`src/hw/rtl/vns_pkg.sv`:
```
// ----------------------------------------------------------------------------
// vns_pkg
// Shared types, widths and constants for the Voronoi nearest-site shader.
// ----------------------------------------------------------------------------
package vns_pkg;

    // Port field widths
    localparam int SITE_IDX_W     = 9;
    localparam int COORD_W        = 15;
    localparam int PAL_W          = 6;
    localparam int SHADE_W        = 8;
    localparam int SITE_COUNT_W   = 10;
    localparam int COLOUR_COUNT_W = 7;

    localparam int S_TDATA_W  = 48;   // 45 bits of fields, zero filled
    localparam int M_TDATA_W  = 24;   // 17 bits of fields, zero filled
    localparam int CFG_IDX_W  = 1;
    localparam int CFG_DATA_W = 10;

    // Parameter defaults
    localparam int MAX_SITES_DEF  = 512;
    localparam int COORD_BITS_DEF = 15;

    // Shade arithmetic: 50 + floor(pal * 175 / cc), capped at 225
    localparam int DIVIDEND_W = 14;   // 63 * 175 = 11025
    localparam int DIVISOR_W  = COLOUR_COUNT_W;
    localparam logic [DIVIDEND_W-1:0] SHADE_BASE = DIVIDEND_W'(50);
    localparam logic [DIVIDEND_W-1:0] SHADE_SPAN = DIVIDEND_W'(175);
    localparam logic [SHADE_W-1:0]    SHADE_MAX  = SHADE_W'(225);

    // Item kind carried on s_tuser
    typedef enum logic {
        OP_LOAD  = 1'b0,
        OP_QUERY = 1'b1
    } op_t;

    // Configuration register indexes
    typedef enum logic [CFG_IDX_W-1:0] {
        CFG_SITE_COUNT   = 1'b0,
        CFG_COLOUR_COUNT = 1'b1
    } cfg_idx_t;

    // Top level sequencer
    typedef enum logic [1:0] {
        ST_IDLE,
        ST_SCAN,
        ST_DIV,
        ST_EMIT
    } state_t;

    // Scanner status
    typedef struct packed {
        logic busy;
        logic done;
    } scan_stat_t;

    // Divider request
    typedef struct packed {
        logic                  start;
        logic [DIVIDEND_W-1:0] dividend;
        logic [DIVISOR_W-1:0]  divisor;
    } div_req_t;

endpackage

```
`src/hw/rtl/vns_scan.sv`:
```
// ----------------------------------------------------------------------------
// vns_scan
// Site scanner: reads one site per cycle, pipelines the squared distance
// and keeps the running minimum (lower index wins on ties).
// ----------------------------------------------------------------------------
module vns_scan #(
    parameter int MAX_SITES  = vns_pkg::MAX_SITES_DEF,
    parameter int COORD_BITS = vns_pkg::COORD_BITS_DEF
) (
    input  logic                             aclk,
    input  logic                             aresetn,
    input  logic                             start,
    input  logic [COORD_BITS-1:0]            qx,
    input  logic [COORD_BITS-1:0]            qy,
    input  logic [$clog2(MAX_SITES+1)-1:0]   count,
    output logic                             ram_re,
    output logic [$clog2(MAX_SITES)-1:0]     ram_raddr,
    input  logic [2*COORD_BITS+vns_pkg::PAL_W-1:0] ram_rdata,
    output vns_pkg::scan_stat_t              stat,
    output logic [$clog2(MAX_SITES)-1:0]     best_site,
    output logic [vns_pkg::PAL_W-1:0]        best_pal
);

    localparam int AW = $clog2(MAX_SITES);
    localparam int CW = $clog2(MAX_SITES + 1);
    localparam int SW = 2 * COORD_BITS;     // one square
    localparam int DW = 2 * COORD_BITS + 1; // sum of squares
    localparam int PW = vns_pkg::PAL_W;

    // Issue
    logic                  iss_reg, iss_next;
    logic [CW-1:0]         addr_reg, addr_next;
    logic [CW-1:0]         n_reg;
    logic [COORD_BITS-1:0] qx_reg, qy_reg;
    logic                  iss_last;

    // Read data stage
    logic          p0_valid_reg, p0_last_reg;
    logic [AW-1:0] p0_idx_reg;

    // Abs diff stage
    logic                  s1_valid_reg, s1_last_reg;
    logic [AW-1:0]         s1_idx_reg;
    logic [COORD_BITS-1:0] s1_dx_reg, s1_dy_reg;
    logic [PW-1:0]         s1_pal_reg;

    // Square stage
    logic          s2_valid_reg, s2_last_reg;
    logic [AW-1:0] s2_idx_reg;
    logic [SW-1:0] s2_sqx_reg, s2_sqy_reg;
    logic [PW-1:0] s2_pal_reg;

    // Sum stage
    logic          s3_valid_reg, s3_last_reg;
    logic [AW-1:0] s3_idx_reg;
    logic [DW-1:0] s3_dist_reg;
    logic [PW-1:0] s3_pal_reg;

    // Running best
    logic [DW-1:0] best_dist_reg;
    logic [AW-1:0] best_idx_reg;
    logic [PW-1:0] best_pal_reg;
    logic          done_reg;
    logic          take;

    logic [COORD_BITS-1:0] rd_x, rd_y;
    logic [PW-1:0]         rd_pal;

    assign rd_x   = ram_rdata[COORD_BITS-1:0];
    assign rd_y   = ram_rdata[2*COORD_BITS-1:COORD_BITS];
    assign rd_pal = ram_rdata[2*COORD_BITS+PW-1:2*COORD_BITS];

    assign iss_last = ((addr_reg + CW'(1)) == n_reg);

    always_comb begin
        iss_next  = iss_reg;
        addr_next = addr_reg;
        if (start) begin
            iss_next  = 1'b1;
            addr_next = '0;
        end else if (iss_reg) begin
            addr_next = addr_reg + CW'(1);
            if (iss_last) begin
                iss_next = 1'b0;
            end
        end
    end

    assign ram_re    = iss_reg;
    assign ram_raddr = addr_reg[AW-1:0];

    assign take = (s3_idx_reg == '0) || (s3_dist_reg < best_dist_reg);

    always_ff @(posedge aclk) begin
        if (!aresetn) begin
            iss_reg      <= 1'b0;
            addr_reg     <= '0;
            p0_valid_reg <= 1'b0;
            s1_valid_reg <= 1'b0;
            s2_valid_reg <= 1'b0;
            s3_valid_reg <= 1'b0;
            done_reg     <= 1'b0;
        end else begin
            iss_reg      <= iss_next;
            addr_reg     <= addr_next;
            p0_valid_reg <= iss_reg;
            s1_valid_reg <= p0_valid_reg;
            s2_valid_reg <= s1_valid_reg;
            s3_valid_reg <= s2_valid_reg;
            done_reg     <= s3_valid_reg && s3_last_reg;
        end
    end

    always_ff @(posedge aclk) begin
        if (start) begin
            qx_reg <= qx;
            qy_reg <= qy;
            n_reg  <= count;
        end
        p0_last_reg <= iss_last;
        p0_idx_reg  <= addr_reg[AW-1:0];

        s1_last_reg <= p0_last_reg;
        s1_idx_reg  <= p0_idx_reg;
        s1_dx_reg   <= (rd_x >= qx_reg) ? (rd_x - qx_reg) : (qx_reg - rd_x);
        s1_dy_reg   <= (rd_y >= qy_reg) ? (rd_y - qy_reg) : (qy_reg - rd_y);
        s1_pal_reg  <= rd_pal;

        s2_last_reg <= s1_last_reg;
        s2_idx_reg  <= s1_idx_reg;
        s2_sqx_reg  <= SW'(s1_dx_reg) * SW'(s1_dx_reg);
        s2_sqy_reg  <= SW'(s1_dy_reg) * SW'(s1_dy_reg);
        s2_pal_reg  <= s1_pal_reg;

        s3_last_reg <= s2_last_reg;
        s3_idx_reg  <= s2_idx_reg;
        s3_dist_reg <= DW'(s2_sqx_reg) + DW'(s2_sqy_reg);
        s3_pal_reg  <= s2_pal_reg;

        if (s3_valid_reg && take) begin
            best_dist_reg <= s3_dist_reg;
            best_idx_reg  <= s3_idx_reg;
            best_pal_reg  <= s3_pal_reg;
        end
    end

    assign stat.busy = iss_reg || p0_valid_reg || s1_valid_reg || s2_valid_reg
                       || s3_valid_reg;
    assign stat.done = done_reg;
    assign best_site = best_idx_reg;
    assign best_pal  = best_pal_reg;

endmodule

```
`config.mk`:
```
export PLATFORM = sky130hd
export DESIGN_NAME = vns_scan
export DESIGN_NICKNAME = d
export VERILOG_FILES = /design/src/hw/rtl/vns_pkg.sv /design/src/hw/rtl/vns_scan.sv
export SDC_FILE = /design/constraint.sdc
export NUM_CORES = 1
export LEC_CHECK = 0
export ABC_CLOCK_PERIOD_IN_PS = 10000
export BUFFER_PORTS_ARGS = -buffer_cell sky130_fd_sc_hd__buf_2
export CAP_MARGIN = 20
export CORE_MARGIN = 3
export CORE_UTILIZATION = 40
export CTS_CLUSTER_DIAMETER = 200
export DETAILED_ROUTE_END_ITERATION = 10
export GPL_ROUTABILITY_DRIVEN = 0
export HOLD_SLACK_MARGIN = 0.02
export SLEW_MARGIN = 20
export SYNTH_ARGS = -nofsm -noshare
export SYNTH_HDL_FRONTEND = slang
export SYNTH_SLANG_ARGS = --single-unit
```
`constraint.sdc`:
```
create_clock -name aclk -period 10 [get_ports aclk]
set_input_delay 1.5 -clock aclk [delete_from_list [all_inputs] [get_ports aclk]]
set_output_delay 1.5 -clock aclk [all_outputs]
set_load 0.01 [all_outputs]
```
---- Word-level counts from Yosys, hierarchy flattened ----
Cells that the tools add are included.
storage, ports and cells
  input port bits ......................... 79
  flip-flop bits (word level) ............. 281
  output and inout port bits .............. 27
  word-level logic and storage cells ...... 56
operators by class
  multipliers ............................. 2
  magnitude comparators ................... 3
  multiplexer cells ....................... 5
  equal/unequal tests ..................... 1
  reductions and logical operators ........ 9
  bitwise gates (word level) .............. 1
  add/subtract/negate cells ............... 6
operator list
  cell                                            number
  multiplier 15 x 15 -> 30 bit                    2
  subtractor 15 bit                               4
  adder 30 x 30 -> 31 bit                         1
  less-than comparator 31 bit                     1
  greater-or-equal comparator 15 bit              2
  2-to-1 mux 15 bit                               2
  adder 10 x 1 -> 10 bit (second input constant)  1
  == test 10 bit                                  1
  logical NOT 9 bit                               1
  logical OR 1 bit                                5
  2-to-1 mux 1 bit                                3
  logical AND 1 bit                               2
  OR reduction 2 bit                              1
  inverter 1 bit                                  1

---- Longest topological paths before layout ----
  depth in word-level cells ............... 5
  mapped depth ............................ 25

---- Least setup slack after synthesis ----
OpenSTA, ideal clock, no wires.
  path type ............................... register -> register
  from .................................... reg s1_dx_reg[5]
  to ...................................... reg s2_sqx_reg[28]
  setup slack ............................. 4073 ps
  setup time .............................. 72 ps
  period minus slack after synthesis ...... 5927 ps
  stages on the path, launching flop included .. 21
  arrival time ............................ 5855 ps
  path through ............................ dfxtp_1 > clkbuf_1 > nand2_1 > fa_1 > fa_1 > inv_1 > fa_1 > fa_1 > fa_1 > inv_1 > fa_1 > inv_1 > ha_1 > a21o_1 > a21o_1 > a221oi_4 > o32ai_1 > o41a_1 > a21o_1 > a21oi_2 > xnor2_1
between the ends
  longest elaborated chain between the ends .. 1
ends and longest elaborated chain
  element                       line             source
  start, declared               vns_scan.sv:44   logic [COORD_BITS-1:0] s1_dx_reg, s1_dy_reg;
  start signal, assigned        vns_scan.sv:125  s1_dx_reg <= (rd_x >= qx_reg) ? (rd_x - qx_reg) : (qx_reg - rd_x);
  multiplier 15 x 15 -> 30 bit  vns_scan.sv:131  s2_sqx_reg <= SW'(s1_dx_reg) * SW'(s1_dx_reg);
  end signal, assigned          vns_scan.sv:131
  end, declared                 vns_scan.sv:50   logic [SW-1:0] s2_sqx_reg, s2_sqy_reg;
No other way between the ends.
A chain may end at the register's enable or synchronous reset.

---- Final worst setup path ----
  from .................................... reg s1_dx_reg[1]
  to ...................................... reg s2_sqx_reg[28]
The elaborated chain is that of the path after synthesis.

==> results.md <==
- CTS Buf Count: 34
- Layout cell share with drive strength beyond 1: under 10%
- Setup-failing EPs final: 0
- WL/cell: 15.0 µm
- Deepest clock path buffer count: 3
- Final worst path period share: ~65%
- CP Class: reg2reg
- Pins Over Slew Limit: 0
- Final hold vios: 0
- Clk_skew: 0.0341 ns
- Crit-path max cell delay: about 0.77 ns
- # DRC: 0
- Dpl hpwl: ~40 mm
- Post-synthesis adder-cell area fraction: a little under two fifths
- # hold bufs at CTS: 0
- Crit. End Element: register
- Top cell type's share of synthesized area: a little under a quarter
- Hold Path Stages: 0
- Synth warn: 0
- Mux cell area share after synthesis: 1.16%
- Vias/cell: around 5
- Share of synthesized registers carrying an async set or reset: 0%
- Count of different cell masters after synthesis: 74
- Antenna-violating nets left: 0
- PortBufs: 105
- Total grt overflow: 0
- Die area: between 60000 and 70000 µm²
- P&R area growth vs syn: 9.61%
- Simple-Gate Fraction of Synth Area: between 10% and 20%
- Initial antenna violation count: 0
- Synth Instances: ~2500
- Antenna cells: 0
- Largest net degree at the start of global routing: 43
- CP Cell Sequence: nand2_1, fa_1, fa_1, inv_1, fa_1, fa_1, fa_1, inv_1, fa_1, inv_1, ha_1, a21o_1, a21o_1, a221oi_4, o32ai_1, o41a_1, a21o_1, a21oi_2, xnor2_1
- CP required: around 10 ns
- CTS root buffer: clkbuf_16
- Num rows: 89
- Crit Path Max Fanout: 15
- CTS tree: yes
- Main area contributors after synthesis: fa_1 (23%), dfxtp_1 (16%), ha_1 (16%)
- Sequential area share after synthesis: about a quarter
- Clk slew on worst S/H paths: about 0.060 ns
- Reg2reg path depth: 19
- EDFF count, synth: 86
- Reg-to-reg endpoint: s2_sqx_reg[28]
- Hold path endpoint: s3_last_reg
- Status: complete, no violations
- RSZ-0062 raised after global routing: no
- Synth Area in XOR/XNOR: around 4.9%
- First-pass GRT wire length: ~84 mm
- FF-to-FF Start: s1_dx_reg[1]
- Post-synthesis register bit count: between 200 and 300
- Synth Area in Compound Gates: a little under a tenth
- Syn avg cell area: around 10 µm²
- Vias in the first global route: roughly 18000
- Main combinational cell family by area after synthesis: adder cells
- Commonest cells in the netlist: inv_1 (502), ha_1 (303), fa_1 (275)
- Max_slew headroom: a little under two fifths
- R2R setup slack: approximately 3.5 ns
- HP Start: s2_last_reg
- TritonRoute pass-1 iters: 5
- Die height: between 200 and 300 µm
- Depth of the CTS H-tree: 2
- Final wirelength: between 40 and 50 mm
- Core area: slightly below 60000 µm²
- I/O pin total: ~110
- # fillers: between 5000 and 6000
- Actual slew at the worst max-slew pin: 0.935 ns
- Primary FF master, synth: dfxtp_1
- Sink Count: 279
- Worst Path Arrival: about 7.0 ns
- Hold Path Class: reg2reg
- Crit-path most repeated cell: fa_1
- Setup TNS: 0 ns
- DR iter-0 viols: 750
- Post-CTS Setup Bufs: 0
- Most frequent cell after synthesis: inv_1
- Crit path launch type: register
- Die Width: 252 µm
- Area leader, netlist: fa_1
- Initial Utilization: 40.7%
- Synth Net Count: 3109
- Worst-Skew Late Latency: around 0.55 ns
- Mapped Area: approximately 24000 µm²
- Post_cts resized: 0
- CP max stage cell: dfxtp_1
- Max cap viols: 0
- Max Freq: between 150 and 200 MHz
- GRT Total Usage: between 15 and 20%
- Min Tclk post-route: around 6.5 ns
- Final nets: about 3200
- Vias post-DR: 16363
==> cell type report <==
type	instances	area (µm²)	share of cell area, %
Multi-Input combinational cell	1601	15600	58.6
Sequential cell	279	6450	24.3
Inverter	502	1880	7.10
Tap cell	773	967	3.64
Clock buffer	39	891	3.36
Timing Repair Buffer	108	548	2.07
Clock inverter	22	238	0.896
==> layer usage <==
layer	global-route usage (%)	vias up	part of all wire, %
met2	28.3	299	49
li1	-	8008	-
met5	0	-	0
met1	20.6	8002	44
met3	3.13	54	5.1
met4	4.33	0	2.0
==> how the worst max path moves through the flow <==
stage / end / startpoint / slack (ns)
6_report: s2_sqx_reg[28] / s1_dx_reg[1] / 3.50
5_1_grt: s2_sqx_reg[29] / s1_dx_reg[3] / 3.14
4_1_cts: s2_sqx_reg[28] / s1_dx_reg[0] / 3.53
3_5_place_dp: s2_sqx_reg[28] / s1_dx_reg[0] / 3.55
3_3_place_gp: s2_sqx_reg[28] / s1_dx_reg[0] / 3.58
2_1_floorplan: s2_sqx_reg[28] / s1_dx_reg[5] / 4.07
==> kinds of logic after synthesis <==
| family | count (synthesis) |
|---|---|
| adder cells (fa/ha/maj) | 578 |
| buffers and inverters | 572 |
| AND/OR/NAND/NOR | 514 |
| AO/OA/AOI/OAI | 346 |
| flip-flops | 279 |
| XOR/XNOR | 136 |
| multiplexers | 27 |
==> layout by cell type (no fill, tap or decap), types with 8 or more instances in the layout <==
cell type	netlist	layout
a211oi_1	16	16
a21o_1	64	64
a21oi_1	101	101
a31oi_1	12	12
and2_1	78	78
buf_2	1	105
clkbuf_16	0	35
clkinv_2	0	8
dfxtp_1	193	193
edfxtp_1	86	86
fa_1	275	275
ha_1	303	303
inv_1	502	502
mux2_2	9	9
mux2i_1	18	18
nand2_1	191	191
nand2b_1	14	14
nand3_1	25	25
nand4_1	16	16
nor2_1	96	96
nor2b_1	33	33
nor3_1	22	22
o21a_1	13	13
o21ai_0	55	54
o21bai_1	16	16
xnor2_1	97	97
xor2_1	39	39
==> critical path, delay by kind of cell (launching register included) <==
family                     cells  cell delay [ns]
adders and majority gates      7             3.43
buffers and inverters          3             0.16
xor gates and xnor gates       1             0.12
AOI/OAI and AO/OA              7             1.77
DFF                            1             0.77
and+or+nand+nor                1             0.16
==> through the flow <==
step	area (µm²)	worst slack, ns	std cells	hold WS (ns)	utilization, %
floorplan	24200	4.07	2452	0.310	-
global placement	25400	3.58	3263	0.310	42.7
detailed placement	25400	3.55	3263	0.312	42.7
CTS	26500	3.53	3324	0.316	44.6
global route	26500	3.14	3324	0.328	44.6
finish	26500	3.50	3324	0.321	44.6
Power is left out: the tool's default activity adds up to more than one toggle a clock period on the data nets, which glitch-free logic cannot reach.
