--- src/hw/rtl/vns_pkg.sv ---
// ----------------------------------------------------------------------------
// vns_pkg
// Shared types, widths and constants for the Voronoi nearest-site shader.
// ----------------------------------------------------------------------------
package vns_pkg;

    // Port field widths
    localparam int SITE_IDX_W     = 9;
    localparam int COORD_W        = 15;
    localparam int PAL_W          = 6;
    localparam int SHADE_W        = 8;
    localparam int SITE_COUNT_W   = 10;
    localparam int COLOUR_COUNT_W = 7;

    localparam int S_TDATA_W  = 48;   // 45 bits of fields, zero filled
    localparam int M_TDATA_W  = 24;   // 17 bits of fields, zero filled
    localparam int CFG_IDX_W  = 1;
    localparam int CFG_DATA_W = 10;

    // Parameter defaults
    localparam int MAX_SITES_DEF  = 512;
    localparam int COORD_BITS_DEF = 15;

    // Shade arithmetic: 50 + floor(pal * 175 / cc), capped at 225
    localparam int DIVIDEND_W = 14;   // 63 * 175 = 11025
    localparam int DIVISOR_W  = COLOUR_COUNT_W;
    localparam logic [DIVIDEND_W-1:0] SHADE_BASE = DIVIDEND_W'(50);
    localparam logic [DIVIDEND_W-1:0] SHADE_SPAN = DIVIDEND_W'(175);
    localparam logic [SHADE_W-1:0]    SHADE_MAX  = SHADE_W'(225);

    // Item kind carried on s_tuser
    typedef enum logic {
        OP_LOAD  = 1'b0,
        OP_QUERY = 1'b1
    } op_t;

    // Configuration register indexes
    typedef enum logic [CFG_IDX_W-1:0] {
        CFG_SITE_COUNT   = 1'b0,
        CFG_COLOUR_COUNT = 1'b1
    } cfg_idx_t;

    // Top level sequencer
    typedef enum logic [1:0] {
        ST_IDLE,
        ST_SCAN,
        ST_DIV,
        ST_EMIT
    } state_t;

    // Scanner status
    typedef struct packed {
        logic busy;
        logic done;
    } scan_stat_t;

    // Divider request
    typedef struct packed {
        logic                  start;
        logic [DIVIDEND_W-1:0] dividend;
        logic [DIVISOR_W-1:0]  divisor;
    } div_req_t;

endpackage

--- src/hw/rtl/vns_div.sv ---
// ----------------------------------------------------------------------------
// vns_div
// Restoring divider, one quotient bit per cycle.
// ----------------------------------------------------------------------------
module vns_div (
    input  logic                           aclk,
    input  logic                           aresetn,
    input  vns_pkg::div_req_t              req,
    output logic                           done,
    output logic [vns_pkg::DIVIDEND_W-1:0] quotient
);

    localparam int QW = vns_pkg::DIVIDEND_W;
    localparam int DW = vns_pkg::DIVISOR_W;
    localparam int CNT_W = $clog2(QW + 1);

    logic             busy_reg, busy_next;
    logic             done_reg, done_next;
    logic [CNT_W-1:0] cnt_reg, cnt_next;
    logic [DW-1:0]    rem_reg, rem_next;
    logic [QW-1:0]    quo_reg, quo_next;
    logic [DW-1:0]    dsr_reg, dsr_next;
    logic [DW:0]      trial;
    logic             fits;

    always_comb begin
        trial     = {rem_reg, quo_reg[QW-1]};
        fits      = (trial >= {1'b0, dsr_reg});
        busy_next = busy_reg;
        done_next = 1'b0;
        cnt_next  = cnt_reg;
        rem_next  = rem_reg;
        quo_next  = quo_reg;
        dsr_next  = dsr_reg;
        if (req.start) begin
            busy_next = 1'b1;
            cnt_next  = CNT_W'(QW);
            rem_next  = '0;
            quo_next  = req.dividend;
            dsr_next  = req.divisor;
        end else if (busy_reg) begin
            rem_next = fits ? DW'(trial - {1'b0, dsr_reg}) : trial[DW-1:0];
            quo_next = {quo_reg[QW-2:0], fits};
            cnt_next = cnt_reg - CNT_W'(1);
            if (cnt_reg == CNT_W'(1)) begin
                busy_next = 1'b0;
                done_next = 1'b1;
            end
        end
    end

    always_ff @(posedge aclk) begin
        if (!aresetn) begin
            busy_reg <= 1'b0;
            done_reg <= 1'b0;
            cnt_reg  <= '0;
        end else begin
            busy_reg <= busy_next;
            done_reg <= done_next;
            cnt_reg  <= cnt_next;
        end
        rem_reg <= rem_next;
        quo_reg <= quo_next;
        dsr_reg <= dsr_next;
    end

    assign done     = done_reg;
    assign quotient = quo_reg;

endmodule

--- config.mk ---
export PLATFORM = sky130hd
export DESIGN_NAME = vns_div
export DESIGN_NICKNAME = d
export VERILOG_FILES = /design/src/hw/rtl/vns_pkg.sv /design/src/hw/rtl/vns_div.sv
export SDC_FILE = /design/constraint.sdc
export NUM_CORES = 1
export LEC_CHECK = 0
export BUFFER_PORTS_ARGS = -buffer_cell sky130_fd_sc_hd__buf_2
export CAP_MARGIN = 20
export CORE_UTILIZATION = 58
export CTS_CLUSTER_DIAMETER = 150
export CTS_CLUSTER_SIZE = 20
export DETAILED_ROUTE_END_ITERATION = 16
export PLACE_DENSITY = 0.84
export SKIP_LAST_GASP = 1
export SLEW_MARGIN = 30
export SYNTH_ARGS = -nofsm -noshare
export SYNTH_HDL_FRONTEND = slang
export SYNTH_SLANG_ARGS = --single-unit
--- constraint.sdc ---
create_clock -name aclk -period 3.2 [get_ports aclk]
set_clock_uncertainty 0.2 [all_clocks]
set_input_delay 0.64 -clock aclk [delete_from_list [all_inputs] [get_ports aclk]]
set_output_delay 0.64 -clock aclk [all_outputs]
set_load 0.1 [all_outputs]
# Yosys cells after proc, flatten, opt, wreduce, memory -nomap -nowiden
# Index checks and enable logic that the tools add are counted.
[classes] reduce_logical=3 add_sub_neg=2 n_mux=9 n_eq_ne=1 magnitude_cmp=1 n_bitwise=2
[ops] op="14-bit 2-to-1 mux" count=2
[ops] op="8-bit by 7-bit greater-or-equal comparator with 1-bit output" count=1
[ops] op="4-bit 2-to-1 mux" count=2
[ops] op="7-bit 2-to-1 mux" count=1
[ops] op="7-bit subtractor" count=1
[ops] op="4-bit by 1-bit equality test with 1-bit output (second input constant)" count=1
[ops] op="1-bit 2-to-1 mux" count=4
[ops] op="4-bit by 1-bit subtractor with 4-bit output (second input constant)" count=1
[ops] op="3-bit OR reduction" count=1
[ops] op="1-bit inverter" count=2
[ops] op="2-bit nonzero test" count=1
[ops] op="2-bit OR reduction" count=1
[totals] output_inout_bits=15 wordCells=25 register_bits=34 inputBits=24

# Depth between registers and ports, before layout
# Gate-level depths: netlist of the first run.
[depth] word_depth=4 mapped_depth=7 ltp_nobuf=7

# Worst setup path before layout of the first run
# No wires, ideal clock.
[synth_path] path_kind="flip-flop to flip-flop" start="register quo_reg[13] (netlist: quotient[13])" end="register rem_reg[6]" path_stages_with_launch=8 setup_time_ns=0.069 n_path_buf=0 synth_period_minus_slack_ns=2.854 arrival_time_ns=2.586 required_ns=2.931 slack_ns=0.346 cell_sequence="edfxtp_1 inv_1 ha_1 fa_1 nand2b_2 a211o_4 a31o_1 o21ai_1"
[synth_via] elab_chain_len=2 word_cells_on_any_way=3 cone_classes="add/sub (1); order compare (1); mux (1)"
[synth_rtl] element="start, declared" line_no="vns_div.sv:21" text="logic [QW-1:0] quo_reg, quo_next;"
[synth_rtl] element="start signal, assigned" line_no="vns_div.sv:63" text="quo_reg <= quo_next;"
[synth_rtl] element="7-bit subtractor / 8-bit by 7-bit greater-or-equal comparator with 1-bit output (equally long branches)" line_no="vns_div.sv:42, vns_div.sv:28"
[synth_rtl] element="7-bit 2-to-1 mux *" line_no="vns_div.sv:42" text="rem_next = fits ? DW'(trial - {1'b0, dsr_reg}) : trial[DW-1:0];"
[synth_rtl] element="end signal, assigned" line_no="vns_div.sv:62" text="rem_reg <= rem_next;"
[synth_rtl] element="end, declared" line_no="vns_div.sv:20" text="logic [DW-1:0] rem_reg, rem_next;"
# Every way passes the cells marked *; elsewhere a longest branch is shown, timed or not.
# A chain may end at the register's enable or synchronous reset.

# Worst setup path after layout of the first run
[layout_path] start="register quo_reg[13] (netlist: quotient[13])" end="register rem_reg[2]"
# The elaborated chain is that of the path after synthesis.

==> impl_metrics.toml, run 1 <==
[drt]
drtIter0Drc = 39
vias = 1386
ant_nets = 0
dr.pass1.iters = 4
drc = 0
vias_per_cell = 5.46
avgRoutedWirePerCell_microns = 14.4
routed_wl_microns = 3650

[layout]
insertedDiodeCount = 0
stdcell_area_sq_um = 2190
fin_cells = 254
syn2layout_area_growth_pct = 13.6
multi_input_area_sq_um = 951
largest_reg_flops = 14
nFillCells = 243
drive_gt1_frac = 0.357
final_nets = 243
ff_latch_area_sq_um = 891

[global_routing]
grt_pass1_wl_microns = 6080
grt_pass1_vias = 1400
met1_usage = 0.285
grt_remaining_overflow = 0
top_usage_layer = "met2"
antenna_found_initial = 0
grt_max_degree = 44
grt_util_met3 = 0.0633
use_met2 = 0.388
grt_use_total = 0.232

[synthesis]
yosys-top-cells-area = "edfxtp_1 33%, dfxtp_1 14%, mux2_2 8.2%, ha_1 5.8%, nor3b_1 3.1%"
ys.flop_type = "edfxtp_1"
async_flop_share = 0
synth_cells = 171
synth_area_sq_um = 1930
synth-edff-count = 21
synth_top_area_frac = 0.327
synth_nets = 205
ys_warn_count = 0
synth_common_cells = "21 x edfxtp_1, 14 x mux2_2, 13 x dfxtp_1"
synth.distinct_cells = 46
yosysMostFrequentCell = "edfxtp_1"
ys_seq_area_frac = 0.463
avgSynthCellArea_sq_um = 11.3
yosysTopAreaCell = "edfxtp_1"
synth-seq-cells = 34

[critical_path]
crit_required_ps = 3260
endpoint_kind = "flip-flop"
critPathMaxFanout = 4
arrival_ps = 2390
cp-start-kind = "flip-flop"
critical_path_class = "reg2reg"
worstReg2RegStart = "quotient[13]$_DFFE_PP_"
critPathLaunch = "quotient[13]$_DFFE_PP_"

[clocking]
cts_root_buf = "clkbuf_4"
cts.sink_count = 34
postCtsResizedCells = 0
cts_made_buffers = 5
hold_buffers = 0
insertion_delay_ps = 340
cts.clk_slew.worst_paths_ps = 120
clockBufferDepth = 2
cts_tree = "yes"
post-cts-setup-buffers = 0
htree_num_levels = 2

[timing]
rsz0062_at_grt = "no"
setup-tns-final_ps = 0
period_minus_slack_ps = 2330
worst_pin_slew_ps = 773
slew-limit-headroom = 0.485
fin_crit_sh = 0.729
hold_viol_final = 0
setup_violations = 0
maxSlewViolCount = 0
max_freq_mhz = 429

[place]
port_buffers = 38
placed_cells = 246
hpwlAfterDp_microns = 2680
place_area_sq_um = 2130
place.gp.congestion = 0.888

[outcome]
status = "complete, no violations"

[floorplan]
die_h_microns = 59.6
dieArea_sq_um = 3550
core_region_area_sq_um = 3100
chipWidth_microns = 59.6
io_pins = 39
initial_core_util = 0.621
rows = 20

[min_path]
hold_path.class = "in2reg"
hp-start = "req[0]"

[flow_run]
maxCapViolCount = 0

[power]
ir_worst_vdd_uv = 324
power_leakage_uw = 0.000918
powerDensity_nw_per_um2 = 508
[kinds of logic after synthesis]
family | after synthesis | share of synthesized area
AOI/OAI and AO/OA | 36 | 0.156
xor gates and xnor gates | 5 | 0.0227
muxes | 14 | 0.0819
buffers and inverters | 19 | 0.0435
DFF | 34 | 0.463
and+or+nand+nor | 53 | 0.164
adders and majority gates | 10 | 0.0689
[per-layer routing]
layer	part of all wire	wire length (microns)
met1	0.46	1690
met5	0	0
met3	0.032	117
met4	0.019	71
met2	0.48	1770
[where the power goes]
group	internal (uW)	switching, uW	total (uW)
clock network	86.3	152	239
registers	508	26.1	534
logic	100	239	339
total	694	417	1110
[critical path: stages (launching register included)]
cell and delay (ps):
edfxtp_1 380, inv_1 60, ha_1 220, fa_1 410, nand2b_2 240, a211oi_2 340
o311ai_1 140, a311oi_1 260
[final cells by class]
class	count	share of cell area
tap	44	0.0252
timing repair buffer	38	0.0870
inverter	12	0.0206
clock inverter	2	0.00629
clock buffer	6	0.0189
multi-input combinational	118	0.435
sequential	34	0.407
[placed cells by master (no fill, tap or decap), types with 3 or more instances in the layout]
| master | count |
|---|---|
| buf_2 | 38 |
| edfxtp_1 | 21 |
| mux2_2 | 14 |
| dfxtp_1 | 13 |
| inv_1 | 12 |
| nor2_1 | 9 |
| ha_1 | 9 |
| nand2_1 | 8 |
| nor3b_1 | 8 |
| o21a_1 | 7 |
| nor3_1 | 5 |
| clkbuf_4 | 5 |
| xnor2_1 | 4 |
| nor2b_1 | 4 |
| a41oi_1 | 4 |
| o31ai_1 | 4 |
| nand2b_1 | 4 |
| or2_2 | 3 |
| o311ai_1 | 3 |
[per-stage QoR]
step / power, uW / setup slack (ps) / util / hold slack, ps
2_1_floorplan: 819 / 346 / - / 275
3_3_place_gp: 871 / 995 / 0.687 / 301
3_5_place_dp: 881 / 901 / 0.687 / 322
4_1_cts: 1120 / 867 / 0.705 / 253
5_1_grt: 1160 / 742 / 0.705 / 242
6_report: 1110 / 868 / 0.705 / 270
[path summary, 6_finish.rpt]
| kind | cells after the start | slack [ps] | endpoint |
|---|---|---|---|
| setup / recovery | 7 | 870 | rem_reg[2]$_SDFFE_PP0P_ |
| hold / removal | 1 | 270 | dsr_reg[0]$_DFFE_PP_ |
| setup reg to reg | 7 | 870 | rem_reg[2]$_SDFFE_PP0P_ |
| hold reg to reg | 2 | 340 | rem_reg[1]$_SDFFE_PP0P_ |
No activity file was read; power rests on OpenSTA's default activity.
==> run 2, diff against run 1 <==
CORE_UTILIZATION = 49   (was 58)
PLACE_DENSITY = 0.75   (was 0.84)
clock period = 1.9 ns   (was 3.2 ns; I/O delays follow)
==> run 2 against run 1 <==
Net effect:
- the run now ends with setup timing left
- hold slack lost 210 ps
- first-iteration DRC count grew 87%
- global-route usage shrank 2.2 points
- core utilization shrank 3.9 points
- clock power grew 130%
- final cell count grew 10%
- flip-flop and latch count is the same
- register-to-register slack lost 1000 ps
- critical endpoint is now rem_reg[4]$_SDFFE_PP0P_
- largest cell class unchanged
- highest routed layer unchanged
==> impl_metrics.toml, run 2 (synthesis gave the netlist of run 1 again) <==
[outcome]
status = "finished with violations"
failed_checks = "setup timing"

[layout]
final_cell_mix = "38 x buf_2, 21 x edfxtp_1, 21 x buf_4"
final_nets = 265
drive_gt1_frac = 0.461
syn2layout_area_growth_pct = 28.6
finish.utilization = 0.666
largest_reg_flops = 14
final_common_cell = "buf_2"
insertedDiodeCount = 0

[min_path]
hold_path_end = "dsr_reg[5]$_DFFE_PP_"
hold_depth = 1
hold_path.class = "in2reg"
hp-start = "req[5]"

[power]
power_leakage_uw = 0.00106
total_power_uw = 2120
powerDensity_nw_per_um2 = 857
ir_worst_vdd_uv = 604

[critical_path]
arrival_ps = 2050
path_cells = "ha_4 -> fa_2 -> nand2b_4 -> a211o_4 -> a41oi_2 -> o31ai_2"
slowest_delay_ps = 420
crit_slowest_cell = "edfxtp_1"
endpoint_kind = "flip-flop"
critical_path_class = "reg2reg"
cp-start-kind = "flip-flop"
critPathMaxFanout = 7
crit_required_ps = 1870
worstReg2RegStart = "dsr_reg[0]$_DFFE_PP_"
timing.rr.end = "rem_reg[4]$_SDFFE_PP0P_"
r2r_slack_ps = -180
reg2reg_depth = 6

[global_routing]
grt_remaining_overflow = 0
grt_max_degree = 17
grt_use_total = 0.211
grt_pass1_vias = 1507
grt_pass1_wl_microns = 6680
antenna_found_initial = 0

[timing]
period_minus_slack_ps = 2080
slew-limit-headroom = 0.669
maxSlewViolCount = 0
max_freq_mhz = 481
worst_pin_slew_ps = 500
rsz0062_at_grt = "yes"
whs_ps = 64.5
hold_viol_final = 0
setup_ws_ps = -180
fin_crit_sh = 1.09
setup_violations = 8

[drt]
routed_wl_microns = 4080
vias_per_cell = 5.53
vias = 1547
avgRoutedWirePerCell_microns = 14.6
ant_nets = 0
drtIter0Drc = 73
drc = 0
dr.pass1.iters = 4

[floorplan]
die_h_microns = 64.7
initial_core_util = 0.518
core_region_area_sq_um = 3720
dieArea_sq_um = 4180
io_pins = 39
rows = 22
chipWidth_microns = 64.7

[clocking]
cts_made_buffers = 5
htree_num_levels = 2
insertion_delay_ps = 290
clockBufferDepth = 2
cts_root_buf = "clkbuf_8"
cts.clk_slew.worst_paths_ps = 70
cts.sink_count = 34
cts_tree = "yes"

[flow_run]
maxCapViolCount = 0

[place]
place.gp.congestion = 0.862
hpwlAfterDp_microns = 3100
port_buffers = 38
-- run 2: changes by cell type in the layout (fill, tap and decap cells not counted), sizes merged --
cell / before / now
buf: 38 / 60
clkinv: 2 / 1
clkinvlp: 0 / 1
-- run 2: layout make-up --
cell class                      instances  area [sq um]
Clock buffer                            6          82.6
Inverter                               12          45.0
Sequential cell                        34           891
Multi-Input combinational cell        118          1020
Tap cell                               48          60.1
Fill cell                             277          1240
Timing Repair Buffer                   60           368
Clock inverter                          2          12.5
-- run 2: how the worst max path moves through the flow --
stage               depth (start not counted)  slack [ps]              startpoint                       to
floorplan                                   7        -810  quotient[13]$_DFFE_PP_  rem_reg[3]$_SDFFE_PP0P_
global placement                            6        -110    dsr_reg[0]$_DFFE_PP_  rem_reg[3]$_SDFFE_PP0P_
detailed placement                          7        -190  quotient[13]$_DFFE_PP_  rem_reg[6]$_SDFFE_PP0P_
CTS                                         7        -170  quotient[13]$_DFFE_PP_  rem_reg[6]$_SDFFE_PP0P_
global route                                6        -240    dsr_reg[0]$_DFFE_PP_  rem_reg[6]$_SDFFE_PP0P_
finish                                      6        -180    dsr_reg[0]$_DFFE_PP_  rem_reg[4]$_SDFFE_PP0P_
-- run 2: through the flow --
| step | instance area [sq um] | setup TNS, ps | setup slack, ps | std cells |
|---|---|---|---|---|
| after floorplan | 1970 | -6230 | -808 | 171 |
| after global placement | 2340 | -679 | -114 | 269 |
| after detailed placement | 2340 | -1220 | -189 | 269 |
| after CTS | 2440 | -1070 | -172 | 278 |
| after global routing | 2480 | -1730 | -236 | 280 |
| final | 2480 | -1200 | -180 | 280 |
-- run 2: worst max-delay path, delay by kind of cell (launching register included) --
family	cells	cell delay [ps]
compound gates	3	670
fa+ha+maj	2	520
flops	1	420
simple gates	1	160
-- run 2: power by group --
part	switching [uW]	internal, uW	total, uW
Sequential	37.3	856	893
Clock	266	291	557
Combinational	439	233	672
-- run 2: routing by layer --
metal  track usage  routed length [microns]  vias up  share of wire
li1              -                        -      753              -
met1         0.260                     1770      740           0.43
met2         0.361                     2080       48           0.51
met3        0.0581                      179        6          0.044
met4        0.0556                       53        0          0.013
met5             0                        0        -              0
-- run 2: what timing repair did --
action / 4_1_cts / 5_1_grt
hold buffers: 0 / 0
cloned: 0 / 0
pin swaps: 4 / 1
endpoints found under the hold margin: 0 / 0
buffers inserted: 1 / 2
gates resized for setup: 0 / 4
setup endpoints to repair: 8 / 8
